**src/sv/rdl_pkg.sv**
```systemverilog
package rdl_pkg;

    localparam int LEVEL_BITS     = 16;
    localparam int TIME_BITS      = 32;
    localparam int CMD_BITS       = 2;
    localparam int DELTA_BITS     = 2;
    localparam int PRESET_BITS    = LEVEL_BITS + 1;
    localparam int CFG_INDEX_BITS = 3;
    localparam int CFG_DATA_BITS  = PRESET_BITS;
    localparam int MAG_BITS       = LEVEL_BITS + 3;
    localparam int SUM_BITS       = LEVEL_BITS + 6;

    localparam logic [TIME_BITS-1:0]  FAST_GAP_MS  = TIME_BITS'(30);
    localparam logic [TIME_BITS-1:0]  MED_GAP_MS   = TIME_BITS'(80);
    localparam logic [LEVEL_BITS-1:0] DEFAULT_LOW  = LEVEL_BITS'(0);
    localparam logic [LEVEL_BITS-1:0] DEFAULT_HIGH = LEVEL_BITS'(100);

    localparam logic [LEVEL_BITS-1:0]  RESET_MIN_LEVEL = LEVEL_BITS'(0);
    localparam logic [LEVEL_BITS-1:0]  RESET_MAX_LEVEL = LEVEL_BITS'(100);
    localparam logic [LEVEL_BITS-1:0]  RESET_STEP_SIZE = LEVEL_BITS'(1);
    localparam logic [PRESET_BITS-1:0] PRESET_UNSET    = '1;

    typedef enum logic [CMD_BITS-1:0] {
        CMD_ROTATE = 2'd0,
        CMD_CLICK  = 2'd1,
        CMD_DOUBLE = 2'd2,
        CMD_LONG   = 2'd3
    } cmd_t;

    typedef enum logic [CFG_INDEX_BITS-1:0] {
        CFG_MIN_LEVEL    = 3'd0,
        CFG_MAX_LEVEL    = 3'd1,
        CFG_STEP_SIZE    = 3'd2,
        CFG_ACCEL_ENABLE = 3'd3,
        CFG_DBL_PRESET   = 3'd4,
        CFG_HOLD_PRESET  = 3'd5
    } cfg_index_t;

    typedef enum logic [1:0] {
        OP_ROTATE = 2'd0,
        OP_TOGGLE = 2'd1,
        OP_JUMP   = 2'd2
    } op_t;

    typedef enum logic [1:0] {
        ACCEL_X1 = 2'd0,
        ACCEL_X2 = 2'd1,
        ACCEL_X4 = 2'd2
    } accel_t;

    typedef enum logic {
        KIND_LEVEL  = 1'b0,
        KIND_SWITCH = 1'b1
    } send_kind_t;

    typedef struct packed {
        logic [LEVEL_BITS-1:0]  min_level;
        logic [LEVEL_BITS-1:0]  max_level;
        logic [LEVEL_BITS-1:0]  step_size;
        logic                   accel_enable;
        logic [PRESET_BITS-1:0] dbl_preset;
        logic [PRESET_BITS-1:0] hold_preset;
    } cfg_t;

    typedef struct packed {
        op_t                          op;
        logic signed [DELTA_BITS-1:0] delta;
        accel_t                       accel;
        logic [LEVEL_BITS-1:0]        target;
    } job_t;

endpackage

```
**src/sv/rdl_ifs.sv**
```systemverilog
interface rdl_evt_if;
    logic                                 valid;
    logic                                 ready;
    logic [rdl_pkg::CMD_BITS-1:0]         command;
    logic signed [rdl_pkg::DELTA_BITS-1:0] delta;
    logic [rdl_pkg::TIME_BITS-1:0]        timestamp_ms;

    modport source (output valid, output command, output delta, output timestamp_ms,
                    input ready);
    modport sink   (input valid, input command, input delta, input timestamp_ms,
                    output ready);
endinterface

interface rdl_res_if;
    logic                           valid;
    logic                           ready;
    logic                           send_kind;
    logic [rdl_pkg::LEVEL_BITS-1:0] level;
    logic                           on_state;

    modport source (output valid, output send_kind, output level, output on_state,
                    input ready);
    modport sink   (input valid, input send_kind, input level, input on_state,
                    output ready);
endinterface

interface rdl_cfg_if;
    logic                               valid;
    logic                               ready;
    logic [rdl_pkg::CFG_INDEX_BITS-1:0] index;
    logic [rdl_pkg::CFG_DATA_BITS-1:0]  data;

    modport source (output valid, output index, output data, input ready);
    modport sink   (input valid, input index, input data, output ready);
endinterface

```
**src/sv/rdl_front.sv**
```systemverilog
module rdl_front (
    input  logic                clk,
    input  logic                rst_n,
    input  rdl_pkg::cfg_t       cfg,
    rdl_evt_if.sink             evt,
    output logic                job_valid,
    input  logic                job_ready,
    output rdl_pkg::job_t       job
);

    logic [rdl_pkg::TIME_BITS-1:0] last_time_reg;
    logic [rdl_pkg::TIME_BITS-1:0] last_time_next;
    logic [rdl_pkg::TIME_BITS-1:0] gap;
    rdl_pkg::cmd_t                 cmd;
    rdl_pkg::accel_t               accel;
    logic [rdl_pkg::PRESET_BITS-1:0] preset;
    logic                          keep;
    logic                          accept;

    assign evt.ready = job_ready;
    assign accept    = evt.valid && job_ready;
    assign cmd       = rdl_pkg::cmd_t'(evt.command);
    assign gap       = evt.timestamp_ms - last_time_reg;

    always_comb
    begin
        accel = rdl_pkg::ACCEL_X1;
        if (cfg.accel_enable && (last_time_reg != '0))
        begin
            if (evt.timestamp_ms < last_time_reg)
            begin
                accel = rdl_pkg::ACCEL_X4;
            end
            else if (gap <= rdl_pkg::FAST_GAP_MS)
            begin
                accel = rdl_pkg::ACCEL_X4;
            end
            else if (gap <= rdl_pkg::MED_GAP_MS)
            begin
                accel = rdl_pkg::ACCEL_X2;
            end
        end
    end

    always_comb
    begin
        job.delta  = evt.delta;
        job.accel  = accel;
        job.op     = rdl_pkg::OP_JUMP;
        preset     = cfg.hold_preset;
        keep       = 1'b1;
        unique case (cmd)
            rdl_pkg::CMD_ROTATE: job.op = rdl_pkg::OP_ROTATE;
            rdl_pkg::CMD_CLICK:  job.op = rdl_pkg::OP_TOGGLE;
            rdl_pkg::CMD_DOUBLE: preset = cfg.dbl_preset;
            default:             preset = cfg.hold_preset;
        endcase
        if ((job.op == rdl_pkg::OP_JUMP) && preset[rdl_pkg::PRESET_BITS-1])
        begin
            keep = 1'b0;
        end
        job.target = preset[rdl_pkg::LEVEL_BITS-1:0];
    end

    assign job_valid = evt.valid && keep;

    always_comb
    begin
        last_time_next = last_time_reg;
        if (accept && (cmd == rdl_pkg::CMD_ROTATE))
        begin
            last_time_next = evt.timestamp_ms;
        end
    end

    always_ff @(posedge clk or negedge rst_n)
    begin
        if (!rst_n)
        begin
            last_time_reg <= '0;
        end
        else
        begin
            last_time_reg <= last_time_next;
        end
    end

endmodule

```
**src/sv/rdl_job_fifo.sv**
```systemverilog
module rdl_job_fifo (
    input  logic          clk,
    input  logic          rst_n,
    input  logic          wr_valid,
    output logic          wr_ready,
    input  rdl_pkg::job_t wr_job,
    output logic          rd_valid,
    input  logic          rd_ready,
    output rdl_pkg::job_t rd_job
);

    rdl_pkg::job_t mem_reg [2];
    logic          wr_ptr_reg;
    logic          wr_ptr_next;
    logic          rd_ptr_reg;
    logic          rd_ptr_next;
    logic [1:0]    count_reg;
    logic [1:0]    count_next;
    logic          push;
    logic          pop;

    assign wr_ready = (count_reg != 2'd2);
    assign rd_valid = (count_reg != 2'd0);
    assign rd_job   = mem_reg[rd_ptr_reg];
    assign push     = wr_valid && wr_ready;
    assign pop      = rd_valid && rd_ready;

    always_comb
    begin
        wr_ptr_next = push ? !wr_ptr_reg : wr_ptr_reg;
        rd_ptr_next = pop ? !rd_ptr_reg : rd_ptr_reg;
        count_next  = count_reg;
        if (push && !pop)
        begin
            count_next = count_reg + 2'd1;
        end
        else if (pop && !push)
        begin
            count_next = count_reg - 2'd1;
        end
    end

    always_ff @(posedge clk or negedge rst_n)
    begin
        if (!rst_n)
        begin
            wr_ptr_reg <= 1'b0;
            rd_ptr_reg <= 1'b0;
            count_reg  <= 2'd0;
        end
        else
        begin
            wr_ptr_reg <= wr_ptr_next;
            rd_ptr_reg <= rd_ptr_next;
            count_reg  <= count_next;
        end
    end

    always_ff @(posedge clk)
    begin
        if (push)
        begin
            mem_reg[wr_ptr_reg] <= wr_job;
        end
    end

endmodule

```
**src/sv/rdl_back.sv**
```systemverilog
module rdl_back (
    input  logic          clk,
    input  logic          rst_n,
    input  rdl_pkg::cfg_t cfg,
    input  logic          job_valid,
    output logic          job_ready,
    input  rdl_pkg::job_t job,
    rdl_res_if.source     res
);

    logic [rdl_pkg::LEVEL_BITS-1:0]      level_reg;
    logic [rdl_pkg::LEVEL_BITS-1:0]      level_next;
    logic                                on_reg;
    logic                                on_next;
    logic                                out_valid_reg;
    logic                                out_valid_next;
    logic                                out_kind_reg;
    logic                                out_kind_next;
    logic [rdl_pkg::LEVEL_BITS-1:0]      out_level_reg;
    logic [rdl_pkg::LEVEL_BITS-1:0]      out_level_next;
    logic                                out_on_reg;
    logic                                out_on_next;

    logic                                pop;
    logic [rdl_pkg::LEVEL_BITS-1:0]      lo;
    logic [rdl_pkg::LEVEL_BITS-1:0]      hi;
    logic [rdl_pkg::LEVEL_BITS-1:0]      step;
    logic [rdl_pkg::MAG_BITS-1:0]        mag;
    logic signed [rdl_pkg::SUM_BITS-1:0] mag_ext;
    logic signed [rdl_pkg::SUM_BITS-1:0] incr;
    logic signed [rdl_pkg::SUM_BITS-1:0] value;
    logic signed [rdl_pkg::SUM_BITS-1:0] lo_ext;
    logic signed [rdl_pkg::SUM_BITS-1:0] hi_ext;
    logic [rdl_pkg::LEVEL_BITS-1:0]      clamped;

    assign job_ready     = !out_valid_reg || res.ready;
    assign pop           = job_valid && job_ready;
    assign res.valid     = out_valid_reg;
    assign res.send_kind = out_kind_reg;
    assign res.level     = out_level_reg;
    assign res.on_state  = out_on_reg;

    // A range with max not above min falls back to the default span.
    always_comb
    begin
        if (cfg.max_level <= cfg.min_level)
        begin
            lo = rdl_pkg::DEFAULT_LOW;
            hi = rdl_pkg::DEFAULT_HIGH;
        end
        else
        begin
            lo = cfg.min_level;
            hi = cfg.max_level;
        end
    end

    always_comb
    begin
        step = (cfg.step_size == '0) ? rdl_pkg::LEVEL_BITS'(1) : cfg.step_size;
        case (job.accel)
            rdl_pkg::ACCEL_X2: mag = rdl_pkg::MAG_BITS'(step) << 1;
            rdl_pkg::ACCEL_X4: mag = rdl_pkg::MAG_BITS'(step) << 2;
            default:           mag = rdl_pkg::MAG_BITS'(step);
        endcase
        mag_ext = $signed({{(rdl_pkg::SUM_BITS - rdl_pkg::MAG_BITS){1'b0}}, mag});
        case (job.delta)
            2'sb01:  incr = mag_ext;
            2'sb11:  incr = -mag_ext;
            2'sb10:  incr = -(mag_ext <<< 1);
            default: incr = '0;
        endcase
    end

    always_comb
    begin
        lo_ext = $signed({{(rdl_pkg::SUM_BITS - rdl_pkg::LEVEL_BITS){1'b0}}, lo});
        hi_ext = $signed({{(rdl_pkg::SUM_BITS - rdl_pkg::LEVEL_BITS){1'b0}}, hi});
        if (job.op == rdl_pkg::OP_ROTATE)
        begin
            value = $signed({{(rdl_pkg::SUM_BITS - rdl_pkg::LEVEL_BITS){1'b0}}, level_reg})
                    + incr;
        end
        else
        begin
            value = $signed({{(rdl_pkg::SUM_BITS - rdl_pkg::LEVEL_BITS){1'b0}}, job.target});
        end
        if (value < lo_ext)
        begin
            clamped = lo;
        end
        else if (value > hi_ext)
        begin
            clamped = hi;
        end
        else
        begin
            clamped = value[rdl_pkg::LEVEL_BITS-1:0];
        end
    end

    always_comb
    begin
        level_next     = level_reg;
        on_next        = on_reg;
        out_valid_next = out_valid_reg && !res.ready;
        out_kind_next  = out_kind_reg;
        out_level_next = out_level_reg;
        out_on_next    = out_on_reg;
        if (pop)
        begin
            out_valid_next = 1'b1;
            if (job.op == rdl_pkg::OP_TOGGLE)
            begin
                on_next        = !on_reg;
                out_kind_next  = rdl_pkg::KIND_SWITCH;
                out_level_next = level_reg;
                out_on_next    = !on_reg;
            end
            else
            begin
                level_next     = clamped;
                on_next        = clamped > lo;
                out_kind_next  = rdl_pkg::KIND_LEVEL;
                out_level_next = clamped;
                out_on_next    = clamped > lo;
            end
        end
    end

    always_ff @(posedge clk or negedge rst_n)
    begin
        if (!rst_n)
        begin
            level_reg     <= '0;
            on_reg        <= 1'b0;
            out_valid_reg <= 1'b0;
        end
        else
        begin
            level_reg     <= level_next;
            on_reg        <= on_next;
            out_valid_reg <= out_valid_next;
        end
    end

    always_ff @(posedge clk)
    begin
        out_kind_reg  <= out_kind_next;
        out_level_reg <= out_level_next;
        out_on_reg    <= out_on_next;
    end

endmodule

```
**src/sv/rotary_dimmer_level_control_core.sv**
```systemverilog
// Knob event processor for a dimmer: rotate, click, double click and long press requests
// update a stored level and on flag, with time-based step acceleration on rotates. The
// block accepts one request per clock cycle while the queue has room. A request passes
// through a two-entry queue, which separates the classifying front from the level update,
// then through the output register, which can refill in the cycle its result is taken.
// Double click and long press requests with an unset preset produce no result.
module rotary_dimmer_level_control_core (
    input  logic      clk,
    input  logic      rst_n,
    rdl_cfg_if.sink   cfg,
    rdl_evt_if.sink   evt,
    rdl_res_if.source res
);

    rdl_pkg::cfg_t cfg_reg;
    rdl_pkg::cfg_t cfg_next;

    logic          front_valid;
    logic          front_ready;
    rdl_pkg::job_t front_job;
    logic          job_valid;
    logic          job_ready;
    rdl_pkg::job_t job;

    assign cfg.ready = 1'b1;

    always_comb
    begin
        cfg_next = cfg_reg;
        if (cfg.valid)
        begin
            unique case (rdl_pkg::cfg_index_t'(cfg.index))
                rdl_pkg::CFG_MIN_LEVEL:
                    cfg_next.min_level = cfg.data[rdl_pkg::LEVEL_BITS-1:0];
                rdl_pkg::CFG_MAX_LEVEL:
                    cfg_next.max_level = cfg.data[rdl_pkg::LEVEL_BITS-1:0];
                rdl_pkg::CFG_STEP_SIZE:
                    cfg_next.step_size = cfg.data[rdl_pkg::LEVEL_BITS-1:0];
                rdl_pkg::CFG_ACCEL_ENABLE:
                    cfg_next.accel_enable = cfg.data[0];
                rdl_pkg::CFG_DBL_PRESET:
                    cfg_next.dbl_preset = cfg.data;
                rdl_pkg::CFG_HOLD_PRESET:
                    cfg_next.hold_preset = cfg.data;
                default:
                    cfg_next = cfg_reg;
            endcase
        end
    end

    always_ff @(posedge clk or negedge rst_n)
    begin
        if (!rst_n)
        begin
            cfg_reg.min_level    <= rdl_pkg::RESET_MIN_LEVEL;
            cfg_reg.max_level    <= rdl_pkg::RESET_MAX_LEVEL;
            cfg_reg.step_size    <= rdl_pkg::RESET_STEP_SIZE;
            cfg_reg.accel_enable <= 1'b0;
            cfg_reg.dbl_preset   <= rdl_pkg::PRESET_UNSET;
            cfg_reg.hold_preset  <= rdl_pkg::PRESET_UNSET;
        end
        else
        begin
            cfg_reg <= cfg_next;
        end
    end

    rdl_front u_front (
        .clk       (clk),
        .rst_n     (rst_n),
        .cfg       (cfg_reg),
        .evt       (evt),
        .job_valid (front_valid),
        .job_ready (front_ready),
        .job       (front_job)
    );

    rdl_job_fifo u_fifo (
        .clk      (clk),
        .rst_n    (rst_n),
        .wr_valid (front_valid),
        .wr_ready (front_ready),
        .wr_job   (front_job),
        .rd_valid (job_valid),
        .rd_ready (job_ready),
        .rd_job   (job)
    );

    rdl_back u_back (
        .clk       (clk),
        .rst_n     (rst_n),
        .cfg       (cfg_reg),
        .job_valid (job_valid),
        .job_ready (job_ready),
        .job       (job),
        .res       (res)
    );

    a_pop_gives_result: assert property (@(posedge clk) disable iff (!rst_n)
        job_valid && job_ready |=> res.valid)
        else $error("Queued request did not produce a result.");

    a_rotate_queued: assert property (@(posedge clk) disable iff (!rst_n)
        evt.valid && evt.ready && (evt.command == rdl_pkg::CMD_ROTATE) |=> job_valid)
        else $error("Accepted rotate request missing from the queue.");

    a_stalled_job_kept: assert property (@(posedge clk) disable iff (!rst_n)
        job_valid && !job_ready |=> job_valid)
        else $error("Queue lost a request while the back end stalled.");

endmodule

```
**src/flat_wrapper.sv**
```systemverilog
// flat-port wrapper written by rule: the top's interface ports become plain ports
module rotary_dimmer_level_control_core_flat 
  (clk, rst_n, cfg_valid, cfg_index, cfg_data, cfg_ready, evt_valid, evt_command, evt_delta, evt_timestamp_ms, evt_ready, res_valid, res_send_kind, res_level, res_on_state, res_ready);
  rdl_cfg_if cfg_i ();
  rdl_evt_if evt_i ();
  rdl_res_if res_i ();
  input  logic clk;
  input  logic rst_n;
  input wire logic [$bits(cfg_i.valid)-1:0] cfg_valid;
  input wire logic [$bits(cfg_i.index)-1:0] cfg_index;
  input wire logic [$bits(cfg_i.data)-1:0] cfg_data;
  output wire logic [$bits(cfg_i.ready)-1:0] cfg_ready;
  input wire logic [$bits(evt_i.valid)-1:0] evt_valid;
  input wire logic [$bits(evt_i.command)-1:0] evt_command;
  input wire logic [$bits(evt_i.delta)-1:0] evt_delta;
  input wire logic [$bits(evt_i.timestamp_ms)-1:0] evt_timestamp_ms;
  output wire logic [$bits(evt_i.ready)-1:0] evt_ready;
  output wire logic [$bits(res_i.valid)-1:0] res_valid;
  output wire logic [$bits(res_i.send_kind)-1:0] res_send_kind;
  output wire logic [$bits(res_i.level)-1:0] res_level;
  output wire logic [$bits(res_i.on_state)-1:0] res_on_state;
  input wire logic [$bits(res_i.ready)-1:0] res_ready;
  assign cfg_i.valid = cfg_valid;
  assign cfg_i.index = cfg_index;
  assign cfg_i.data = cfg_data;
  assign cfg_ready = cfg_i.ready;
  assign evt_i.valid = evt_valid;
  assign evt_i.command = evt_command;
  assign evt_i.delta = evt_delta;
  assign evt_i.timestamp_ms = evt_timestamp_ms;
  assign evt_ready = evt_i.ready;
  assign res_valid = res_i.valid;
  assign res_send_kind = res_i.send_kind;
  assign res_level = res_i.level;
  assign res_on_state = res_i.on_state;
  assign res_i.ready = res_ready;
  rotary_dimmer_level_control_core u_core (.clk(clk), .rst_n(rst_n), .cfg(cfg_i), .evt(evt_i), .res(res_i));
endmodule
```
**config.mk**
```make
export PLATFORM = sky130hd
export DESIGN_NAME = rotary_dimmer_level_control_core_flat
export DESIGN_NICKNAME = d
export VERILOG_FILES = /design/src/sv/rdl_pkg.sv /design/src/sv/rdl_ifs.sv /design/src/sv/rdl_front.sv /design/src/sv/rdl_job_fifo.sv /design/src/sv/rdl_back.sv /design/src/sv/rotary_dimmer_level_control_core.sv /design/src/flat_wrapper.sv
export SDC_FILE = /design/constraint.sdc
export NUM_CORES = 1
export LEC_CHECK = 0
export BUFFER_PORTS_ARGS = -buffer_cell sky130_fd_sc_hd__buf_2
export CAP_MARGIN = 20
export CORE_MARGIN = 3
export CORE_UTILIZATION = 45
export CTS_CLUSTER_DIAMETER = 60
export DETAILED_ROUTE_END_ITERATION = 10
export PLACE_DENSITY = 0.69
export SYNTH_ARGS = -nofsm -noshare
export SYNTH_HDL_FRONTEND = slang
export SYNTH_SLANG_ARGS = --single-unit
```
**constraint.sdc**
```tcl
create_clock -name clk -period 19.7 [get_ports clk]
set_input_delay 2.955 -clock clk [delete_from_list [all_inputs] [get_ports clk]]
set_output_delay 2.955 -clock clk [all_outputs]
set_load 0.02 [all_outputs]
```
Yosys cells after proc, flatten, opt, wreduce, memory -nomap -nowiden
Memories as Yosys holds them, arrays and structs flattened.
Index checks and enable logic that the tools add are counted.
{"block": "op_classes", "eq_ne": 15, "muxes": 23, "n_reduce_logical": 31, "n_lt_le_gt_ge": 7, "n_addsub": 6}
{"cell": "$mux 16", "n": 6}
{"cell": "$pmux 22 s3", "n": 1}
{"cell": "$pmux 18 s2", "n": 1}
{"cell": "$le 32x5->1 const B", "n": 1}
{"cell": "$le 32x7->1 const B", "n": 1}
{"cell": "$lt 32x32->1", "n": 1}
{"cell": "$reduce_bool 32->1", "n": 1}
{"cell": "$sub 32x32->32", "n": 1}
{"cell": "$add 17x22->22", "n": 1}
{"cell": "$gt 22x17->1", "n": 1}
{"cell": "$lt 22x17->1", "n": 1}
{"cell": "$mux 22", "n": 1}
{"cell": "$neg 19->22", "n": 1}
{"cell": "$neg 20->22", "n": 1}
{"cell": "$mux 17", "n": 1}
{"cell": "$gt 16x16->1", "n": 1}
{"cell": "$le 16x16->1", "n": 1}
{"cell": "$logic_not 16->1", "n": 1}
{"cell": "$reduce_and 2->1", "n": 6}
{"cell": "$eq 2x2->1 const B", "n": 5}
{"cell": "$logic_and 1x1->1", "n": 10}
{"cell": "$mux 2", "n": 5}
{"cell": "$eq 2x1->1 const B", "n": 4}
{"cell": "$logic_not 1->1", "n": 7}
{"cell": "other kinds (12)", "n": 22}
{"block": "word_totals", "ramBits": 44, "inputBits": 61, "reg_bits": 155, "memories": 1, "wordCells": 99, "out_inout_bits": 21}
{"name": "u_core.u_fifo.mem_reg", "depth": 2, "word_bits": 22, "read_ports": 1, "rd_clocked_by_memory_dff": 0, "write_ports": 1, "line": "rdl_job_fifo.sv:12", "text": "rdl_pkg::job_t mem_reg [2];"}

Depth between registers and ports, before layout
Gate-level depths: netlist (run 1).
{"block": "depth", "word_depth": 12, "depth_mapped": 51, "mapped_depth_nobuf": 47}

Modules after synthesis
A second synthesis (run 1) with hierarchy kept.
{"block": "unflattened", "cells_unflattened": 1552, "hier_area_um2": 14860.5}
{"module": "rdl_back", "area_each_um2": 6115.9, "n_inst": 1, "seq_area_each_um2": 991.0, "cells_per_inst": 807}
{"module": "rdl_front", "area_each_um2": 3633.5, "n_inst": 1, "seq_area_each_um2": 800.8, "cells_per_inst": 477}
{"module": "rotary_dimmer_level_control_core", "area_each_um2": 3323.2, "n_inst": 1, "seq_area_each_um2": 2124.5, "cells_per_inst": 182}
{"module": "rdl_job_fifo", "area_each_um2": 1788.0, "n_inst": 1, "seq_area_each_um2": 1421.4, "cells_per_inst": 86}

Worst setup path before layout (run 1)
Ideal clock, no wire load.
{"block": "synth_path", "kind": "reg2reg", "startpoint": "reg u_core.u_fifo.rd_ptr_reg", "endpoint": "reg u_core.u_back.on_reg", "required_ns": 19.575, "arrival_time_ns": 10.116, "path_buffers": 6, "setup_slack_ns": 9.460, "setup_ns": 0.125, "path_stages_with_launch": 52, "cell_sequence": "dfrtp_1 clkbuf_1 buf_1 clkbuf_1 mux2i_1 inv_1 ha_1 buf_6 buf_2 buf_1 a21oi_1 ha_1 o21ai_0 a211o_1 nor2_1 and3_1 nor2_1 xor2_1 (+16 left out) a31oi_1 maj3_1 a31oi_1 a21boi_1 a221oi_1 nor2_1 ha_1 nor2b_1 o21a_1 o21a_1 o21a_1 o21a_1 o21a_1 o21a_1 o21ai_0 a211oi_1 o21bai_1 mux2_2"}
{"block": "synth_between", "elab_chain_cells": 12}
{"item": "start, declared", "line": "rdl_job_fifo.sv:15", "text": "logic rd_ptr_reg;"}
{"item": "start signal, assigned", "line": "rdl_job_fifo.sv:54", "text": "rd_ptr_reg <= rd_ptr_next;"}
{"item": "$mem_v2 2x22 (*)"}
{"item": "$eq 2x2->1 / $eq 2x1->1 (equally long branches)", "line": "rdl_back.sv:61", "text": "case (job.accel)"}
{"item": "$pmux 18 s2", "line": "rdl_back.sv:61"}
{"item": "$neg 20->22 / $neg 19->22 (equally long branches)", "line": "rdl_back.sv:70, rdl_back.sv:69"}
{"item": "$pmux 22 s3", "line": "rdl_back.sv:67", "text": "case (job.delta)"}
{"item": "$add 17x22->22", "line": "rdl_back.sv:82", "text": "+ incr;"}
{"item": "$mux 22", "line": "rdl_back.sv:79", "text": "if (job.op == rdl_pkg::OP_ROTATE)"}
{"item": "$gt 22x17->1", "line": "rdl_back.sv:92", "text": "else if (value > hi_ext)"}
{"item": "$mux 16", "line": "rdl_back.sv:92"}
{"item": "$mux 16", "line": "rdl_back.sv:88", "text": "if (value < lo_ext)"}
{"item": "$gt 16x16->1", "line": "rdl_back.sv:123", "text": "on_next = clamped > lo;"}
{"item": "$mux 1 (*)", "line": "rdl_back.sv:113", "text": "if (job.op == rdl_pkg::OP_TOGGLE)"}
{"item": "end signal, assigned", "line": "rdl_back.sv:142", "text": "on_reg <= on_next;"}
{"item": "end, declared", "line": "rdl_back.sv:13", "text": "logic on_reg;"}
Mark *: on every way between the ends. The rest lies on a longest branch, timed or not.
A chain may end at the register's enable or synchronous reset.

Worst setup path in the final report (run 1)
Ends and elaborated chain as after synthesis.

==> results of run 1 <==
==> synthesized netlist by cell type, drive strengths merged, types with 10 or more instances <==
cell / instances / area [um^2]
ha: 114 / 1426
a221oi: 22 / 192.7
a31oi: 22 / 137.6
nand4: 20 / 125.1
mux2i: 27 / 270.3
a21o: 30 / 225.2
o21a: 22 / 165.2
nor2b: 26 / 162.7
nand3: 23 / 115.1
dfrtp: 99 / 2477
or2: 11 / 68.82
xor2: 16 / 140.1
nor3: 22 / 132.6
dfstp: 38 / 998.5
mux2: 119 / 1340
nand2: 132 / 495.5
o21ai: 82 / 410.4
and3: 10 / 62.56
o21bai: 10 / 75.07
edfxtp: 62 / 1862
clkbuf: 47 / 178.9
o22ai: 14 / 87.58
inv: 90 / 337.8
buf: 17 / 95.09
nor2: 82 / 315.3
nand2b: 12 / 75.07
nor4: 19 / 118.9
xnor2: 28 / 245.2
o31ai: 28 / 215.2
a21oi: 81 / 506.7
a211oi: 15 / 112.6
==> cells by family (layout without fill, tap and decap cells) <==
family,count (synthesis),count (layout),share of synthesized area [%]
buffers and inverters,155,221,4.322
and+or+nand+nor,406,406,14.41
DFF,199,199,37.47
AOI/OAI and AO/OA,397,397,19.39
adders and majority gates,117,117,10.37
muxes,146,146,11.31
xor gates and xnor gates,44,44,2.706
other,1,1,0.02633
==> worst reg2reg max path: cells and delay by family, from the launching register on <==
| family | cells | cell delay (ns) |
|---|---|---|
| compound gates | 25 | 4.83 |
| fa+ha+maj | 6 | 2.70 |
| simple gates | 11 | 1.97 |
| buf+inv | 2 | 0.35 |
| mux | 2 | 0.54 |
| flops | 1 | 0.40 |
| xor+xnor | 1 | 0.10 |
==> layout make-up <==
cell class	instances	area (um^2)
Tap cell	396	495.5
Clock inverter	13	131.4
Inverter	91	341.6
Multi-Input combinational cell	1111	8335
Sequential cell	199	5338
Clock buffer	19	442.9
Fill cell	2856	15280
Timing Repair Buffer	98	545.5
==> metrics by stage <==
| stage | cells | utilization, % | worst slack (ns) |
|---|---|---|---|
| final | 1927 | 50.57 | 8.732 |
| after global routing | 1927 | 50.57 | 7.793 |
| after CTS | 1926 | 50.53 | 8.991 |
| after detailed placement | 1894 | 48.67 | 9.062 |
| after global placement | 1894 | 48.67 | 9.441 |
| after floorplan | 1465 | - | 9.460 |
==> metal layers <==
layer,global-route usage [%],vias to the layer above,routed length [um]
li1,-,5571,-
met1,32.86,5686,18000
met2,37.07,371,18160
met3,3.463,53,2229
met4,7.197,0,1116
met5,0,-,0
==> worst paths after layout <==
path / depth (start not counted) / to / slack (ns)
max in group asynchronous: 2 / u_core.cfg_reg[39] / 15.83
min in group asynchronous: 1 / u_core.cfg_reg[46] / 2.54
worst max register to register: 47 / u_core.u_back.on_reg / 8.73
worst min register to register: 1 / u_core.u_fifo.wr_ptr_reg / 0.51
worst min-delay path: 1 / u_core.u_fifo.wr_ptr_reg / 0.51
worst max-delay path: 47 / u_core.u_back.on_reg / 8.73
==> metrics.md, run 1 <==
| Metric | Value |
|---|---|
| Status | completed |
| Initial Utilization | a little under half |
| Slowest stage cell on the critical path | ha_1 |
| Ratio of cells with drive above 1 in the final layout | a little over a fifth |
| Clk_lat worst skew | around 0.45 ns |
| Largest register FFs | 83 |
| DR DRC count | 0 |
| First-pass GRT wire length | between 60 and 70 mm |
| Max clock buf depth | 2 |
| Initial antenna violation count | 0 |
| Vias in the first global route | 11,080 |
| Post-cts sizing count | 0 |
| GP Congestion | between 0.9 and 1 |
| Total number of vias | 11,680 |
| TritonCTS clock tree | done |
| Most frequent cells in the layout | 132 x nand2_1, 119 x mux2_2, 114 x ha_1 |
| Number of distinct library cells after synthesis | 84 |
| Min-delay src | u_core.u_fifo.wr_ptr_reg |
| Total Wirelength | 39.50 mm |
| Final period util | 55.67% |
| YS warnings | 0 |
| Worst hold margin | between 0.5 and 0.6 ns |
| Diodes inserted | 0 |
| Largest net degree at the start of global routing | 76 |
| Post-route ant nets | 0 |
| Area grow syn2layout | 9.733% |
| Num ports | 82 |
| Crit start category | flop |
| Port Buffers | 80 |
| Post-route design area | 15,630 um^2 |
| Vias per cell | 6.062 |
| Worst-Margin Slew | 0.9395 ns |
| HP Class | flop to flop |
| Hold buffer count at CTS | 0 |
| R2R Path Start | u_core.u_fifo.rd_ptr_reg |
| Crit. End Element | flop |
| DP HPWL | 30.36 mm |
| Register area share after synthesis | 37.47% |
| Drt initial violations | 1,094 |
| Setup skew after layout | 0.01256 ns |
| Final max-slew violation count | 0 |
| Commonest non-fill, non-tap cell in the layout | nand2_1 |
| Asr flop ratio synth | 68.84% |
| Fmax | approximately 0.091 GHz |
| Register clock-pin slew on the reported worst setup and hold paths | approximately 0.070 ns |
| CTS sink cnt | between 150 and 200 |
| Root Buffer | clkbuf_16 |
| Placed instance area | 15,040 um^2 |
| Seq cells post-synth | approximately 200 |
| CTS H-tree lvls | 4 |
| CTS Buf Count | 17 |
| WS Path Type | flop to flop |
| Die area | around 34,000 um^2 |
| Final hold viol count | 0 |
| Slowest stage delay, CP | 0.91 ns |
| Final Critical Period | roughly 11 ns |
| Number of synthesized flops with an enable pin | between 60 and 70 |
| Top_reg_cell synth | dfrtp_1 |
| Num rows | 64 |
| Slew margin rel. | 37.37% |
| Syn_area_per_cell | between 9 and 10 um^2 |
| Top delay family on crit path | compound AO/OA/AOI/OAI gates |
| Fin nets | around 1,700 |
| DIE WIDTH | 183.9 um |
| Core area | 30,910 um^2 |
| CP arrival | 11.29 ns |
| GR Util All Layers | 23.27% |
| Syn nets | 1,642 |
| Final setup viols | 0 |
| Total gr overflow | 0 |
| Per-cell routed wire length | 20.50 um |
| Cells after synthesis | 1,465 |
| Iteration count of the initial detailed-routing pass | 7 |
| Die height | 183.9 um |
| Setup Buffers After CTS | 0 |
| Origin of the worst setup path | u_core.u_fifo.rd_ptr_reg |
| Unrepaired setup endpoints after global routing | no |
| Setup TNS | 0 ns |
| Critical path required time | 20.03 ns |
| WP buf/inv | 2 |
| Crit Path Max Fanout | 36 |
| Mapped cell area | 14,240 um^2 |
| Max-Cap Viols | 0 |
Power of run 1 is not shown: default switching activity piles up to over one toggle a cycle in this logic, so the estimate is an artifact.
==> run 2: changes to the inputs <==
--- a/config.mk
+++ b/config.mk
@@ -11,7 +11,7 @@
 export CORE_UTILIZATION = 45
 export CTS_CLUSTER_DIAMETER = 60
 export DETAILED_ROUTE_END_ITERATION = 10
-export PLACE_DENSITY = 0.69
+export PLACE_DENSITY = 0.71
 export SYNTH_ARGS = -nofsm -noshare
 export SYNTH_HDL_FRONTEND = slang
 export SYNTH_SLANG_ARGS = --single-unit
==> constraint.sdc (replaced) <==
create_clock -name clk -period 9.4 [get_ports clk]
set_input_delay 1.41 -clock clk [delete_from_list [all_inputs] [get_ports clk]]
set_output_delay 1.41 -clock clk [all_outputs]
set_load 0.02 [all_outputs]
==> metrics.md, run 2 (synthesis results as in run 1) <==
| Metric | Value |
|---|---|
| DP HPWL | 30.53 mm |
| Crit Path Max Fanout | 7 |
| Setup TNS | 0 ns |
| CTS Buf Count | 17 |
| DIE WIDTH | 183.9 um |
| First-pass GRT wire length | 61.78 mm |
| Final hold viol count | 0 |
| GR Util All Layers | a little under a quarter |
| Most frequent cells in the layout | 132 x nand2_1, 119 x mux2_2, 113 x ha_1 |
| Largest net degree at the start of global routing | between 80 and 90 |
| Fin nets | 1,728 |
| Total number of vias | 11,740 |
| DR DRC count | 0 |
| Reg2reg path depth | 46 |
| Die area | 33,820 um^2 |
| R2R Path Start | u_core.u_fifo.rd_ptr_reg |
| Area grow syn2layout | 12.90% |
| CTS sink cnt | 199 |
| CP arrival | 9.37 ns |
| Worst Hold End | u_core.u_fifo.wr_ptr_reg |
| Initial antenna violation count | 0 |
| Diodes inserted | 0 |
| HP Class | flop to flop |
| Slew margin rel. | a little under a third |
| Vias in the first global route | around 11,000 |
| WS Path Type | flop to flop |
| Post-route ant nets | 0 |
| Status | completed |
| GP Congestion | 0.9728 |
| Clk_lat worst skew | 0.45 ns |
| Setup Slack @ Placement | around 0.016 ns |
| Drt initial violations | 960 |
| Ratio of cells with drive above 1 in the final layout | about a quarter |
| RR Endpoint | u_core.u_back.on_reg |
| Min-delay src | u_core.u_fifo.wr_ptr_reg |
| Slowest stage delay, CP | 0.53 ns |
| Critical path required time | 9.74 ns |
| Max clock buf depth | 2 |
| Initial Utilization | 46.08% |
| Final setup viols | 0 |
| Final max-slew violation count | 0 |
| Final period util | 96.06% |
| Commonest non-fill, non-tap cell in the layout | nand2_1 |
| TritonCTS clock tree | done |
| Iteration count of the initial detailed-routing pass | 5 |
| Largest register FFs | 83 |
| Register clock-pin slew on the reported worst setup and hold paths | 0.08 ns |
| Core area | 30,910 um^2 |
| Max-Cap Viols | 0 |
| Port Buffers | 80 |
| CTS H-tree lvls | 4 |
| Slowest stage cell on the critical path | or4_1 |
| Hold depth | 1 |
| Final setup margin | 0.3707 ns |
| Die height | between 150 and 200 um |
| Crit start category | flop |
| Fmax | 0.1108 GHz |
| Total Wirelength | 39.97 mm |
| Num ports | 82 |
| Hold buffer count at CTS | 0 |
| CP dominant cell by count | o21a_1 |
| Final Critical Period | around 9.0 ns |
| Fillers | 2,820 |
| R2R setup slack | 0.37 ns |
| Vias per cell | 5.987 |
| Worst-Margin Slew | 1.031 ns |
| Crit. End Element | flop |
| Setup skew after layout | around 0.015 ns |
| Total gr overflow | 0 |
| Per-cell routed wire length | about 20 um |
| Root Buffer | clkbuf_16 |
| Num rows | 64 |
run 2: metrics by stage:
| stage | hold WS [ns] | utilization [%] | instance area [um^2] | std cells |
|---|---|---|---|---|
| 2_1_floorplan | 0.4555 | - | 14270 | 1465 |
| 3_3_place_gp | 0.4798 | 49.08 | 15170 | 1906 |
| 3_5_place_dp | 0.4836 | 49.11 | 15180 | 1907 |
| 4_1_cts | 0.5129 | 51.13 | 15800 | 1939 |
| 5_1_grt | 0.5413 | 52.03 | 16080 | 1960 |
| 6_report | 0.5130 | 52.03 | 16080 | 1960 |
run 2: metal layers:
layer  track usage, %  vias to the layer above  share of wire [%]
met1            32.93                     5701                 47
met2            37.07                      336                 46
met3            3.542                       60                4.6
met5                0                        -                  0
li1                 -                     5638                  -
met4            7.318                        0                2.7
run 2: layout make-up:
| type | count | area, um^2 | share of cell area (%) |
|---|---|---|---|
| multi-input cells | 1111 | 8489 | 52.79 |
| flip-flops and latches | 199 | 5339 | 33.20 |
| repair buffers | 131 | 803.3 | 4.995 |
| well taps | 396 | 495.5 | 3.081 |
| clock buffers | 18 | 429.2 | 2.669 |
| inverters | 91 | 341.6 | 2.124 |
| clock inverters | 14 | 183.9 | 1.144 |
run 2: how the worst max path moves through the flow:
stage	slack [ns]	from	endpoint
after detailed placement	0.02	u_core.u_fifo.rd_ptr_reg	u_core.u_back.on_reg
after CTS	0.02	u_core.u_fifo.rd_ptr_reg	u_core.u_back.on_reg
after global routing	-0.07	u_core.u_fifo.rd_ptr_reg	u_core.u_back.on_reg
after floorplan	0.03	u_core.u_fifo.rd_ptr_reg	u_core.u_back.on_reg
after global placement	0.28	u_core.u_fifo.rd_ptr_reg	u_core.u_back.on_reg
final	0.37	u_core.u_fifo.rd_ptr_reg	u_core.u_back.on_reg
run 2: timing repair:
item                       CTS  global route
setup buffers                0            21
setup endpoints to repair    1             2
resized for setup            2            30
pin swaps                    1            13
run 2: worst max-delay path: cells and delay by family (launching register included):
| kind | cells | cell delay, ns |
|---|---|---|
| mux | 2 | 0.54 |
| flops | 1 | 0.43 |
| fa+ha+maj | 5 | 1.56 |
| buf+inv | 4 | 0.48 |
| compound gates | 23 | 4.00 |
| xor+xnor | 2 | 0.24 |
| simple gates | 10 | 1.69 |
Power of run 2 is left out for the same reason.
